**src/hdl/rpg_pkg.sv**
```systemverilog
// Shared types and constants for the resource pressure gate.
package rpg_pkg;

   localparam int unsigned WORD_W     = 32;
   localparam int unsigned NUM_REGS   = 7;
   localparam int unsigned CSR_ADDR_W = 5;
   localparam int unsigned REG_IDX_W  = 3;
   localparam int unsigned REQ_DATA_W = 168;
   localparam int unsigned RSP_DATA_W = 136;

   // Register indexes (byte address = 4 * index)
   localparam logic [REG_IDX_W-1:0] REG_OVERFLOW_LIMIT = 3'd0;
   localparam logic [REG_IDX_W-1:0] REG_BLOCKED_LIMIT  = 3'd1;
   localparam logic [REG_IDX_W-1:0] REG_DRAW_LIMIT     = 3'd2;
   localparam logic [REG_IDX_W-1:0] REG_FLUSH_LIMIT    = 3'd3;
   localparam logic [REG_IDX_W-1:0] REG_PRESSURE_HOLD  = 3'd4;
   localparam logic [REG_IDX_W-1:0] REG_MIC_HOLD       = 3'd5;
   localparam logic [REG_IDX_W-1:0] REG_CAM_COOLDOWN   = 3'd6;

   // Register reset values
   localparam logic [WORD_W-1:0] RST_OVERFLOW_LIMIT = 32'd1;
   localparam logic [WORD_W-1:0] RST_BLOCKED_LIMIT  = 32'd1;
   localparam logic [WORD_W-1:0] RST_DRAW_LIMIT     = 32'd40000;
   localparam logic [WORD_W-1:0] RST_FLUSH_LIMIT    = 32'd40000;
   localparam logic [WORD_W-1:0] RST_PRESSURE_HOLD  = 32'd2000;
   localparam logic [WORD_W-1:0] RST_MIC_HOLD       = 32'd1000;
   localparam logic [WORD_W-1:0] RST_CAM_COOLDOWN   = 32'd1000;

   typedef enum logic [1:0] {
      MODE_UPDATE  = 2'd0,
      MODE_CAMERA  = 2'd1,
      MODE_PROFILE = 2'd2
   } mode_type;

   typedef enum logic [1:0] {
      PROFILE_GRAPHICS = 2'd0,
      PROFILE_MIC      = 2'd1,
      PROFILE_CAMERA   = 2'd2
   } profile_type;

   // Spare profile code, taken as graphics focus
   localparam logic [1:0] PROFILE_UNUSED = 2'd3;

   typedef struct packed {
      logic [WORD_W-1:0] overflow_limit;
      logic [WORD_W-1:0] blocked_limit;
      logic [WORD_W-1:0] draw_limit;
      logic [WORD_W-1:0] flush_limit;
      logic [WORD_W-1:0] pressure_hold;
      logic [WORD_W-1:0] mic_hold;
      logic [WORD_W-1:0] cam_cooldown;
   } cfg_type;

   typedef struct packed {
      logic [1:0]        mode;
      logic [WORD_W-1:0] overflow_count;
      logic [WORD_W-1:0] blocked_count;
      logic [WORD_W-1:0] draw_peak_us;
      logic [WORD_W-1:0] flush_peak_us;
      logic [WORD_W-1:0] time_ms;
      logic [1:0]        profile_choice;
   } item_type;

   typedef struct packed {
      logic              pressure_active;
      logic              mic_run;
      logic              camera_permitted;
      logic              camera_granted;
      logic [WORD_W-1:0] ovf_increase;
      logic [WORD_W-1:0] blk_increase;
      logic [WORD_W-1:0] granted_total;
      logic [WORD_W-1:0] denied_total;
   } result_type;

endpackage

```
**src/hdl/rpg_csr.sv**
```systemverilog
// Configuration register file with APB-style access.
module rpg_csr (
   input  logic                             clock,
   input  logic                             reset,
   input  logic                             csr_psel,
   input  logic                             csr_penable,
   input  logic                             csr_pwrite,
   input  logic [rpg_pkg::CSR_ADDR_W-1:0]   csr_paddr,
   input  logic [rpg_pkg::WORD_W-1:0]       csr_pwdata,
   output logic [rpg_pkg::WORD_W-1:0]       csr_prdata,
   output logic                             csr_pready,
   output rpg_pkg::cfg_type                 cfg
);

   rpg_pkg::cfg_type              cfg_ff;
   rpg_pkg::cfg_type              cfg_in;
   logic [rpg_pkg::REG_IDX_W-1:0] reg_idx;
   logic                          wr_en;

   assign csr_pready = 1'b1;
   assign reg_idx    = csr_paddr[rpg_pkg::CSR_ADDR_W-1:2];
   assign wr_en      = csr_psel & csr_penable & csr_pwrite & csr_pready;
   assign cfg        = cfg_ff;

   always_comb begin
      cfg_in = cfg_ff;
      if (wr_en) begin
         case (reg_idx)
            rpg_pkg::REG_OVERFLOW_LIMIT: cfg_in.overflow_limit = csr_pwdata;
            rpg_pkg::REG_BLOCKED_LIMIT:  cfg_in.blocked_limit  = csr_pwdata;
            rpg_pkg::REG_DRAW_LIMIT:     cfg_in.draw_limit     = csr_pwdata;
            rpg_pkg::REG_FLUSH_LIMIT:    cfg_in.flush_limit    = csr_pwdata;
            rpg_pkg::REG_PRESSURE_HOLD:  cfg_in.pressure_hold  = csr_pwdata;
            rpg_pkg::REG_MIC_HOLD:       cfg_in.mic_hold       = csr_pwdata;
            rpg_pkg::REG_CAM_COOLDOWN:   cfg_in.cam_cooldown   = csr_pwdata;
            default:                     cfg_in = cfg_ff;
         endcase
      end
   end

   always_comb begin
      case (reg_idx)
         rpg_pkg::REG_OVERFLOW_LIMIT: csr_prdata = cfg_ff.overflow_limit;
         rpg_pkg::REG_BLOCKED_LIMIT:  csr_prdata = cfg_ff.blocked_limit;
         rpg_pkg::REG_DRAW_LIMIT:     csr_prdata = cfg_ff.draw_limit;
         rpg_pkg::REG_FLUSH_LIMIT:    csr_prdata = cfg_ff.flush_limit;
         rpg_pkg::REG_PRESSURE_HOLD:  csr_prdata = cfg_ff.pressure_hold;
         rpg_pkg::REG_MIC_HOLD:       csr_prdata = cfg_ff.mic_hold;
         rpg_pkg::REG_CAM_COOLDOWN:   csr_prdata = cfg_ff.cam_cooldown;
         default:                     csr_prdata = '0;
      endcase
   end

   always_ff @(posedge clock) begin
      if (reset) begin
         cfg_ff.overflow_limit <= rpg_pkg::RST_OVERFLOW_LIMIT;
         cfg_ff.blocked_limit  <= rpg_pkg::RST_BLOCKED_LIMIT;
         cfg_ff.draw_limit     <= rpg_pkg::RST_DRAW_LIMIT;
         cfg_ff.flush_limit    <= rpg_pkg::RST_FLUSH_LIMIT;
         cfg_ff.pressure_hold  <= rpg_pkg::RST_PRESSURE_HOLD;
         cfg_ff.mic_hold       <= rpg_pkg::RST_MIC_HOLD;
         cfg_ff.cam_cooldown   <= rpg_pkg::RST_CAM_COOLDOWN;
      end else begin
         cfg_ff <= cfg_in;
      end
   end

endmodule

```
**src/hdl/rpg_engine.sv**
```systemverilog
// Gate state and single-pass update logic for one request.
module rpg_engine (
   input  logic                 clock,
   input  logic                 reset,
   input  logic                 fire,
   input  rpg_pkg::item_type    item,
   input  rpg_pkg::cfg_type     cfg,
   output rpg_pkg::result_type  result
);

   localparam int unsigned W = rpg_pkg::WORD_W;

   logic [W-1:0] prev_ov_ff,  prev_ov_in;
   logic [W-1:0] prev_bl_ff,  prev_bl_in;
   logic [1:0]   profile_ff,  profile_in;
   logic [W-1:0] last_time_ff, last_time_in;
   logic [W-1:0] pdl_ff,      pdl_in;
   logic         pflag_ff,    pflag_in;
   logic         mic_ff,      mic_in;
   logic [W-1:0] mdl_ff,      mdl_in;
   logic         cam_ff,      cam_in;
   logic [W-1:0] cool_ff,     cool_in;
   logic [W-1:0] grants_ff,   grants_in;
   logic [W-1:0] denies_ff,   denies_in;
   logic [W-1:0] od_ff,       od_in;
   logic [W-1:0] bd_ff,       bd_in;
   logic         granted;

   // Update-path terms, all computed side by side from registered values
   logic [W-1:0] ov_delta, bl_delta;
   logic         hit;
   logic [W-1:0] hold_sum, neg_hold, t_minus_pdl, t_minus_mdl, t_minus_cool;
   logic [W-1:0] lt_minus_cool, mic_sum, cool_sum;
   logic [1:0]   new_profile;

   assign ov_delta = (item.overflow_count >= prev_ov_ff) ?
                     (item.overflow_count - prev_ov_ff) : item.overflow_count;
   assign bl_delta = (item.blocked_count >= prev_bl_ff) ?
                     (item.blocked_count - prev_bl_ff) : item.blocked_count;

   // Threshold on the delta folded into the compare so the chain stays short
   assign hit = (ov_delta >= cfg.overflow_limit) || (bl_delta >= cfg.blocked_limit) ||
                (item.draw_peak_us >= cfg.draw_limit) ||
                (item.flush_peak_us >= cfg.flush_limit);

   assign hold_sum      = item.time_ms + cfg.pressure_hold;
   assign neg_hold      = '0 - cfg.pressure_hold;   // t - (t + hold)
   assign t_minus_pdl   = item.time_ms - pdl_ff;
   assign t_minus_mdl   = item.time_ms - mdl_ff;
   assign t_minus_cool  = item.time_ms - cool_ff;
   assign lt_minus_cool = last_time_ff - cool_ff;
   assign mic_sum       = item.time_ms + cfg.mic_hold;
   assign cool_sum      = last_time_ff + cfg.cam_cooldown;
   assign new_profile   = (item.profile_choice == rpg_pkg::PROFILE_UNUSED) ?
                          rpg_pkg::PROFILE_GRAPHICS : item.profile_choice;

   always_comb begin
      prev_ov_in   = prev_ov_ff;
      prev_bl_in   = prev_bl_ff;
      profile_in   = profile_ff;
      last_time_in = last_time_ff;
      pdl_in       = pdl_ff;
      pflag_in     = pflag_ff;
      mic_in       = mic_ff;
      mdl_in       = mdl_ff;
      cam_in       = cam_ff;
      cool_in      = cool_ff;
      grants_in    = grants_ff;
      denies_in    = denies_ff;
      od_in        = od_ff;
      bd_in        = bd_ff;
      granted      = 1'b0;
      case (item.mode)
         rpg_pkg::MODE_UPDATE: begin
            prev_ov_in   = item.overflow_count;
            prev_bl_in   = item.blocked_count;
            last_time_in = item.time_ms;
            od_in        = ov_delta;
            bd_in        = bl_delta;
            // zero deadline means none; held while deadline is strictly ahead
            if (hit) begin
               pdl_in   = hold_sum;
               pflag_in = (hold_sum != '0) && neg_hold[W-1];
            end else begin
               pflag_in = (pdl_ff != '0) && t_minus_pdl[W-1];
            end
            if (profile_ff == rpg_pkg::PROFILE_MIC) begin
               mic_in = 1'b1;
               mdl_in = mic_sum;
            end else if (mic_ff && !t_minus_mdl[W-1]) begin
               mic_in = 1'b0;
            end
            cam_in = (profile_ff == rpg_pkg::PROFILE_CAMERA) && !pflag_in &&
                     !t_minus_cool[W-1];
         end
         rpg_pkg::MODE_CAMERA: begin
            if (cam_ff) begin
               granted   = 1'b1;
               grants_in = grants_ff + 32'd1;
               cool_in   = cool_sum;
               cam_in    = 1'b0;
            end else begin
               denies_in = denies_ff + 32'd1;
            end
         end
         rpg_pkg::MODE_PROFILE: begin
            profile_in = new_profile;
            cam_in = (new_profile == rpg_pkg::PROFILE_CAMERA) && !pflag_ff &&
                     !lt_minus_cool[W-1];
         end
         default: begin
            // unused mode: state unchanged
         end
      endcase
   end

   always_comb begin
      result.pressure_active  = pflag_in;
      result.mic_run          = mic_in;
      result.camera_permitted = cam_in;
      result.camera_granted   = granted;
      result.ovf_increase     = od_in;
      result.blk_increase     = bd_in;
      result.granted_total    = grants_in;
      result.denied_total     = denies_in;
   end

   always_ff @(posedge clock) begin
      if (reset) begin
         prev_ov_ff   <= '0;
         prev_bl_ff   <= '0;
         profile_ff   <= rpg_pkg::PROFILE_GRAPHICS;
         last_time_ff <= '0;
         pdl_ff       <= '0;
         pflag_ff     <= 1'b0;
         mic_ff       <= 1'b0;
         mdl_ff       <= '0;
         cam_ff       <= 1'b0;
         cool_ff      <= '0;
         grants_ff    <= '0;
         denies_ff    <= '0;
         od_ff        <= '0;
         bd_ff        <= '0;
      end else if (fire) begin
         prev_ov_ff   <= prev_ov_in;
         prev_bl_ff   <= prev_bl_in;
         profile_ff   <= profile_in;
         last_time_ff <= last_time_in;
         pdl_ff       <= pdl_in;
         pflag_ff     <= pflag_in;
         mic_ff       <= mic_in;
         mdl_ff       <= mdl_in;
         cam_ff       <= cam_in;
         cool_ff      <= cool_in;
         grants_ff    <= grants_in;
         denies_ff    <= denies_in;
         od_ff        <= od_in;
         bd_ff        <= bd_in;
      end
   end

   // Permission never survives while pressure holds or outside camera profile
   a_cam_needs_profile: assert property (@(posedge clock) disable iff (reset)
      cam_ff |-> (!pflag_ff && profile_ff == rpg_pkg::PROFILE_CAMERA))
      else $error("camera permission without camera profile or under pressure");

   // Pressure can only be held against a real deadline
   a_pressure_has_deadline: assert property (@(posedge clock) disable iff (reset)
      pflag_ff |-> (pdl_ff != '0))
      else $error("pressure flag set with no deadline");

   // A grant bumps the grant count by one and drops permission
   a_grant_counts: assert property (@(posedge clock) disable iff (reset)
      (fire && granted) |=> (grants_ff == $past(grants_ff) + 32'd1) && !cam_ff)
      else $error("grant not counted or permission kept");

   // Exactly one of the two counters moves on a camera request
   a_camera_one_count: assert property (@(posedge clock) disable iff (reset)
      (fire && item.mode == rpg_pkg::MODE_CAMERA) |=>
      ($countones({grants_ff != $past(grants_ff), denies_ff != $past(denies_ff)}) == 1))
      else $error("camera request did not move exactly one counter");

endmodule

```
**src/hdl/resource_pressure_gate.sv**
```systemverilog
// Top level of the resource pressure gate: stream handshake, registers, CSR.
//
//  channel   dir  handshake        payload
//  req_      in   tvalid/tready    tuser = mode, tdata = counters, peaks, time, profile
//  rsp_      out  tvalid/tready    tdata = flags, increases, grant and denial totals
//  csr_      in   APB psel/penable 7 x 32-bit registers at byte address 4*i
//
//  One request per cycle sustained while rsp_tready stays high; a result is offered
//  once its request has passed the input register, then the result register.
//  The combinational state update between the two registers sets the rate.
//  Synchronous reset clears all gate state and loads register defaults.
//  A stalled result holds the result register; the input register still
//  takes one more request, after which req_tready follows rsp_tready.
module resource_pressure_gate (
   input  logic                                clock,
   input  logic                                reset,
   // request stream
   input  logic                                req_tvalid,
   output logic                                req_tready,
   // [1:0] mode
   input  logic [1:0]                          req_tuser,
   // [31:0] overflow_count, [63:32] blocked_count, [95:64] draw_peak_us,
   // [127:96] flush_peak_us, [159:128] time_ms, [161:160] profile_choice,
   // [167:162] zero
   input  logic [rpg_pkg::REQ_DATA_W-1:0]      req_tdata,
   // response stream
   output logic                                rsp_tvalid,
   input  logic                                rsp_tready,
   // [0] pressure_active, [1] mic_run, [2] camera_permitted, [3] camera_granted,
   // [35:4] ovf_increase, [67:36] blk_increase, [99:68] granted_total,
   // [131:100] denied_total, [135:132] zero
   output logic [rpg_pkg::RSP_DATA_W-1:0]      rsp_tdata,
   // configuration port
   input  logic                                csr_psel,
   input  logic                                csr_penable,
   input  logic                                csr_pwrite,
   input  logic [rpg_pkg::CSR_ADDR_W-1:0]      csr_paddr,
   input  logic [rpg_pkg::WORD_W-1:0]          csr_pwdata,
   output logic [rpg_pkg::WORD_W-1:0]          csr_prdata,
   output logic                                csr_pready
);

   rpg_pkg::cfg_type    cfg;
   rpg_pkg::item_type   req_item;
   rpg_pkg::result_type result;

   logic                in_valid_ff, in_valid_in;
   rpg_pkg::item_type   in_item_ff;
   logic                out_valid_ff, out_valid_in;
   rpg_pkg::result_type out_result_ff;
   logic                advance;
   logic                req_take;

   // unpack the request
   assign req_item.mode           = req_tuser;
   assign req_item.overflow_count = req_tdata[31:0];
   assign req_item.blocked_count  = req_tdata[63:32];
   assign req_item.draw_peak_us   = req_tdata[95:64];
   assign req_item.flush_peak_us  = req_tdata[127:96];
   assign req_item.time_ms        = req_tdata[159:128];
   assign req_item.profile_choice = req_tdata[161:160];

   // the held request moves on whenever the result register is free or draining
   assign advance    = in_valid_ff && (!out_valid_ff || rsp_tready);
   assign req_tready = !in_valid_ff || advance;
   assign req_take   = req_tvalid && req_tready;

   assign in_valid_in  = req_take || (in_valid_ff && !advance);
   assign out_valid_in = advance || (out_valid_ff && !rsp_tready);

   rpg_csr u_csr (
      .clock       (clock),
      .reset       (reset),
      .csr_psel    (csr_psel),
      .csr_penable (csr_penable),
      .csr_pwrite  (csr_pwrite),
      .csr_paddr   (csr_paddr),
      .csr_pwdata  (csr_pwdata),
      .csr_prdata  (csr_prdata),
      .csr_pready  (csr_pready),
      .cfg         (cfg)
   );

   rpg_engine u_engine (
      .clock  (clock),
      .reset  (reset),
      .fire   (advance),
      .item   (in_item_ff),
      .cfg    (cfg),
      .result (result)
   );

   // control flops
   always_ff @(posedge clock) begin
      if (reset) begin
         in_valid_ff  <= 1'b0;
         out_valid_ff <= 1'b0;
      end else begin
         in_valid_ff  <= in_valid_in;
         out_valid_ff <= out_valid_in;
      end
   end

   // payload flops, no reset
   always_ff @(posedge clock) begin
      if (req_take) begin
         in_item_ff <= req_item;
      end
      if (advance) begin
         out_result_ff <= result;
      end
   end

   assign rsp_tvalid = out_valid_ff;
   assign rsp_tdata  = {4'b0000,
                        out_result_ff.denied_total,
                        out_result_ff.granted_total,
                        out_result_ff.blk_increase,
                        out_result_ff.ovf_increase,
                        out_result_ff.camera_granted,
                        out_result_ff.camera_permitted,
                        out_result_ff.mic_run,
                        out_result_ff.pressure_active};

   // A held request is never dropped while the result side stalls
   a_hold_request: assert property (@(posedge clock) disable iff (reset)
      (in_valid_ff && !advance) |=> in_valid_ff)
      else $error("pending request lost");

   // A request moves to the result register only when it has room
   a_no_overwrite: assert property (@(posedge clock) disable iff (reset)
      advance |-> (!out_valid_ff || rsp_tready))
      else $error("result overwritten before taken");

   // A granted result never reports permission still open
   a_grant_closes: assert property (@(posedge clock) disable iff (reset)
      (out_valid_ff && out_result_ff.camera_granted) |-> !out_result_ff.camera_permitted)
      else $error("grant reported with permission still set");

endmodule
```
**config.mk**
```make
export PLATFORM = sky130hd
export DESIGN_NAME = resource_pressure_gate
export DESIGN_NICKNAME = d
export VERILOG_FILES = /design/src/hdl/rpg_pkg.sv /design/src/hdl/rpg_csr.sv /design/src/hdl/rpg_engine.sv /design/src/hdl/resource_pressure_gate.sv
export SDC_FILE = /design/constraint.sdc
export NUM_CORES = 2
export LEC_CHECK = 0
export BUFFER_PORTS_ARGS = -buffer_cell sky130_fd_sc_hd__buf_2
export CAP_MARGIN = 20
export CORE_ASPECT_RATIO = 0.7
export CORE_MARGIN = 2
export CORE_UTILIZATION = 61
export CTS_CLUSTER_SIZE = 40
export DETAILED_ROUTE_END_ITERATION = 8
export GPL_TIMING_DRIVEN = 0
export PLACE_DENSITY = 0.81
export SLEW_MARGIN = 15
export SYNTH_ARGS = -nofsm -noshare
export SYNTH_HDL_FRONTEND = slang
export SYNTH_SLANG_ARGS = --single-unit
```
**constraint.sdc**
```tcl
create_clock -name clock -period 9.6 [get_ports clock]
set_input_delay 2.4 -clock clock [delete_from_list [all_inputs] [get_ports clock]]
set_output_delay 2.4 -clock clock [all_outputs]
set_load 0.1 [all_outputs]
```
# After elaboration in Yosys (flattened, before gate mapping)
# Cells that the tools add are included.
dict set report totals {
  register_bits 847
  input_bits 214
}
dict set report op_classes {
  n_addsub 12
  order_cmp 6
  eq_ne 12
  mux 18
  n_bitwise 2
  n_reduce_logical 43
}
# operator count
set op_table {}
lappend op_table {{$mux W32} 8}
lappend op_table {{$pmux W32 S7} 1}
lappend op_table {{$ge A32 B32 Y1} 6}
lappend op_table {{$sub A32 B32 Y32} 6}
lappend op_table {{$add A32 B32 Y32} 3}
lappend op_table {{$add A32 B1 Y32 const B} 2}
lappend op_table {{$reduce_bool A32 Y1} 2}
lappend op_table {{$sub A1 B32 Y32 const A} 1}
lappend op_table {{$reduce_and A2 Y1} 9}
lappend op_table {{$logic_and A1 B1 Y1} 11}
lappend op_table {{$eq A3 B3 Y1 const B} 3}
lappend op_table {{$logic_not A1 Y1} 9}
lappend op_table {{$reduce_and A3 Y1} 3}
lappend op_table {{$eq A2 B2 Y1 const B} 4}
lappend op_table {{$logic_or A1 B1 Y1} 7}
lappend op_table {{$mux W1} 7}
lappend op_table {{$eq A3 B2 Y1 const B} 2}
lappend op_table {{$eq A2 B1 Y1 const B} 2}
lappend op_table {{$eq A3 B1 Y1 const B} 1}
lappend op_table {{$logic_not A3 Y1} 1}
lappend op_table {{$pmux W1 S3} 1}
lappend op_table {{$and A1 B1 Y1} 2}
lappend op_table {{$logic_not A2 Y1} 1}
lappend op_table {{$mux W2} 1}

# Longest topological paths before layout
dict set report logic_depth {
  depth_word 12
  depth_mapped 31
  ltp_nobuf 27
}

# Hierarchy
# From an unflattened synthesis, not the netlist that was laid out.
dict set report unflattened {
  cells_unflattened 5207
  area_unflattened_um2 48465.2
}
# module n_inst cells_per_inst area_each_um2 seq_area_each_um2
set by_module_without_submodules {}
lappend by_module_without_submodules {rpg_engine 1 3852 28608.7 6506.2}
lappend by_module_without_submodules {rpg_csr 1 1044 10830.4 4484.3}
lappend by_module_without_submodules {resource_pressure_gate 1 311 9026.2 8928.6}

# Worst setup path before layout
# OpenSTA, ideal clock, no wires.
dict set report synth_timing {
  path_kind {in2out}
  startpoint {in csr_paddr[3] (netlist bit)}
  endpoint {out csr_prdata[12] (netlist bit)}
  arrival_ps 5972
  t_required_ps 7200
  slack_ps 1228
  stages 6
  cell_sequence {clkbuf_1 > clkbuf_1 > buf_1 > clkbuf_1 > a22oi_1 > o21ai_0}
}
dict set report synth_between {
  elab_chain_cells 2
  elab_cells_between_ends 8
  classes_between {6 x eq/ne; 1 x mux; 1 x reduce/logical}
}
# element line
set synth_lines {}
lappend synth_lines {{start: declaration} resource_pressure_gate.sv:37} ;# input logic [rpg_pkg::CSR_ADDR_W-1:0] csr_paddr,
lappend synth_lines {{$eq A3 B3 Y1, or another cell as far along} rpg_csr.sv:42} ;# case (reg_idx)
lappend synth_lines {{$pmux W32 S7 (*)} rpg_csr.sv:42}
lappend synth_lines {{end: declaration} resource_pressure_gate.sv:39} ;# output logic [rpg_pkg::WORD_W-1:0] csr_prdata,
# Every way passes the cells marked *; elsewhere a longest branch is shown, timed or not.

# Final worst setup path
dict set report layout_timing {
  startpoint {reg in_item_ff[130] (netlist bit)}
  endpoint {reg u_engine.pdl_ff[29]}
}
dict set report layout_between {
  elab_chain_cells 7
  elab_cells_between_ends 8
  classes_between {1 x add/sub; 2 x order compare; 1 x mux; 4 x reduce/logical}
}
# element line
set layout_lines {}
lappend layout_lines {{start: declaration} resource_pressure_gate.sv:48} ;# rpg_pkg::item_type in_item_ff;
lappend layout_lines {{start signal: assignment} resource_pressure_gate.sv:107} ;# in_item_ff <= req_item;
lappend layout_lines {{$sub A32 B32 Y32 / $ge A32 B32 Y1 (equally long branches)} {rpg_engine.sv:37, rpg_engine.sv:36}}
lappend layout_lines {{$mux W32 (*)} rpg_engine.sv:36} ;# assign ov_delta = (item.overflow_count >= prev_ov_ff) ?
lappend layout_lines {{$ge A32 B32 Y1 (*)} rpg_engine.sv:42} ;# assign hit = (ov_delta >= cfg.overflow_limit) || (bl_delta >= cfg.blocked_limit) ||
lappend layout_lines {{$logic_or A1 B1 Y1 (*) (2 in series)} rpg_engine.sv:42}
lappend layout_lines {{$logic_or A1 B1 Y1 (*)} rpg_engine.sv:43} ;# (item.draw_peak_us >= cfg.draw_limit) ||
lappend layout_lines {{$reduce_and A3 Y1 (no source line) (*)} -}
lappend layout_lines {{end signal: assignment} rpg_engine.sv:149} ;# pdl_ff <= pdl_in;
lappend layout_lines {{end: declaration} rpg_engine.sv:17} ;# logic [W-1:0] pdl_ff, pdl_in;
# Marks and branches as above.
# A chain may end at the register's enable or synchronous reset.

==> impl_metrics.tcl <==
set metrics [dict create \
    status "finished clean" \
    slowest_delay_ns 0.79 \
    port_buffers 367 \
    avgSynthCellArea_um2 8.61 \
    initial_core_util 0.614 \
    antenna_left 0 \
    ys_seq_area_frac 0.423 \
    hold_viol 0 \
    vias 43700 \
    highest_layer "met5" \
    postSynth.asyncResetShare 0 \
    grt-ovfl-total 0 \
    cts_sinks 847 \
    remaining_drc_errors 0 \
    worst_ir_drop_vdd_mv 0.171 \
    placementRows 85 \
    cts_inserted_buffers 82 \
    worst_pin_slew_ns 1.37 \
    hold_start "u_engine.mdl_ff[17]" \
    synth_edf_count 296 \
    die-height_um 236 \
    yosysTopAreaCellShare 0.234 \
    io_pins 385 \
    postCtsHoldBufs 0 \
    worst_slew_margin_rel 0.0843 \
    clk_pin_slew_ns 0.07 \
    grt_max_degree 62 \
    drt-vias-per-instance 6.25 \
    synth-seq-cells 847 \
    cts_root_buffer "clkbuf_16" \
    regArea_mm2 0.0199 \
    p_leak_nw 20.9 \
    dieWidth_um 336 \
    cts_buffer_depth 3 \
    crit_path_end_kind "flop" \
    htree_num_levels 3 \
    tns_ns 0 \
    wl_met2_um 67200 \
    dp.final_hpwl_um 127000 \
    cts_resized 0 \
    drive_gt1_frac 0.101 \
    fin_crit_ns 9.11 \
    antenna_found_initial 9 \
    fp.coreArea_mm2 0.0766 \
    fmax_mhz 110 \
    rsz0062_at_grt "no" \
    min_path_cells 2 \
    fin_util 0.694 \
    r2r_start "in_item_ff[130]" \
    period_share 0.949 \
    powerDensity_mw_per_mm2 165 \
    reg2reg_setup_slack_ns 0.49 \
    start_kind "flop" \
    cp_max_fo 10 \
    yosys.area.top_type "dfxtp_1" \
    cp.arrival_ns 9.66 \
    critPathKind "flop to flop" \
    cts_tree "done" \
    netlist_area_mm2 0.0470 \
    cap_violations 0 \
    rr_worst_depth 28 \
    wl_met1_um 67600 \
    syn-instance-count 5462 \
    yosys_warnings 0 \
    grt_pass1_vias 39500 \
    track_usage 0.405 \
    yosys-top-cells-count "1077 x nand2_1, 611 x a21oi_1, 551 x dfxtp_1" \
    grt_first_pass_wirelength_um 242000 \
    multi_input_area_mm2 0.0248 \
    hp-class "flop to flop" \
    post-synth-top-count-cell "nand2_1" \
    setup_viol 0 \
    worstSkewPairLatency_ns 0.68 \
    drv_slew 0 \
    skew_ns 0.0267 \
    power.total_mw 8.75 \
    synth.area.top_cells "dfxtp_1 23%, edfxtp_1 19%, ha_1 11%" \
    synth_flop_cell "dfxtp_1" \
    gp_congestion 1.06 \
    wl_met3_um 21900 \
    fill_cells 6160 \
    r2r_end "u_engine.pdl_ff[29]" \
    first_pass_iters 6 \
    dieArea_mm2 0.0794 \
    cpMaxStageDelayCell "o21ai_0" \
    fin_nets 6548 \
    critPathRequiredTime_ns 10.14 \
    area_growth_pct 13.0 \
    ys_types 90 \
    avgRoutedWirePerCell_um 23.6 \
    whs_endpoint "u_engine.mdl_ff[17]" \
    first_iter_violations 6279 \
    cts_setup_buffers 0 \
    routed_wl_um 165000 \
]
[placed cells by master (no fill, tap or decap), drive strengths merged, types with 280 or more instances in the layout]
cell type,netlist,layout
nand2,1077,1077
a21oi,611,611
dfxtp,551,551
ha,407,407
buf,23,396
nor2,386,386
inv,367,374
clkbuf,220,323
edfxtp,296,296
o21ai,280,280
[registers in the layout, summed over array words and instances (netlist names), 2 cells and up]
name / cells
in_item_ff: 164
u_engine.last_time_ff: 32
u_engine.grants_ff: 32
u_engine.cool_ff: 32
u_engine.prev_bl_ff: 32
u_engine.profile_ff: 2
u_engine.mdl_ff: 32
u_engine.od_ff: 32
rsp_tdata: 132
u_csr.cfg: 224
u_engine.bd_ff: 32
u_engine.pdl_ff: 32
u_engine.denies_ff: 32
u_engine.prev_ov_ff: 32
[power by group]
| part | leakage, nW | internal (mW) | total (mW) | switching [mW] |
|---|---|---|---|---|
| clock network | 1.38 | 1.94 | 3.47 | 1.53 |
| registers | 7.28 | 3.82 | 3.92 | 0.0962 |
| logic | 12.2 | 0.395 | 1.36 | 0.960 |
| total | 20.9 | 6.16 | 8.75 | 2.59 |
[cell families (layout without fill, tap and decap cells)]
kind of cell	Yosys count	count (layout)	share of synthesized area
DFF	847	847	0.423
other	2	9	0.000160
adders and majority gates	412	412	0.110
AOI/OAI and AO/OA	1304	1304	0.164
xor gates and xnor gates	238	238	0.0443
and+or+nand+nor	1916	1916	0.176
muxes	133	133	0.0324
buffers and inverters	610	1135	0.0492
[layout make-up]
| cell class | instances | share of cell area |
|---|---|---|
| antenna | 4 | 0.000188 |
| buffer | 243 | 0.0177 |
| clock buffer | 103 | 0.0424 |
| clock inverter | 49 | 0.0114 |
| inverter | 367 | 0.0259 |
| multi-input combinational | 4008 | 0.467 |
| sequential | 847 | 0.375 |
| tap | 1000 | 0.0235 |
| timing repair buffer | 373 | 0.0368 |
[metrics by stage]
step           instance area (µm²)  worst slack, ns  hold WS (ns)  std cells
3_5_place_dp                 50300            0.923         0.445       6837
4_1_cts                      53100            0.892         0.453       6989
3_3_place_gp                 50100            0.119         0.439       6832
6_report                     53100            0.486         0.453       6994
5_1_grt                      53100            0.334         0.467       6990
2_1_floorplan                47100             1.23         0.432       5465
[critical path: cells and delay by family (launching register included)]
kind | cells | cell delay (ns)
simple gates | 7 | 1.71
flops | 1 | 0.44
buf+inv | 5 | 1.69
compound gates | 13 | 4.17
fa+ha+maj | 3 | 0.94
[layer usage]
metal,vias up,GRT usage
met5,-,0
met3,474,0.0920
li1,19900,-
met4,2,0.179
met2,2768,0.575
met1,20500,0.588
[how the worst max path moves through the flow]
stage | from | endpoint | slack [ns] | cells past startpoint
2_1_floorplan | csr_paddr[3] | csr_prdata[12] | 1.23 | 6
3_3_place_gp | rsp_tready | u_engine.denies_ff[19] | 0.12 | 9
3_5_place_dp | in_item_ff[130] | u_engine.pdl_ff[28] | 0.92 | 28
4_1_cts | in_item_ff[130] | u_engine.pdl_ff[28] | 0.89 | 28
5_1_grt | in_item_ff[130] | u_engine.pdl_ff[27] | 0.33 | 28
6_report | in_item_ff[130] | u_engine.pdl_ff[29] | 0.49 | 28
Power figures use the tool's default switching activity.
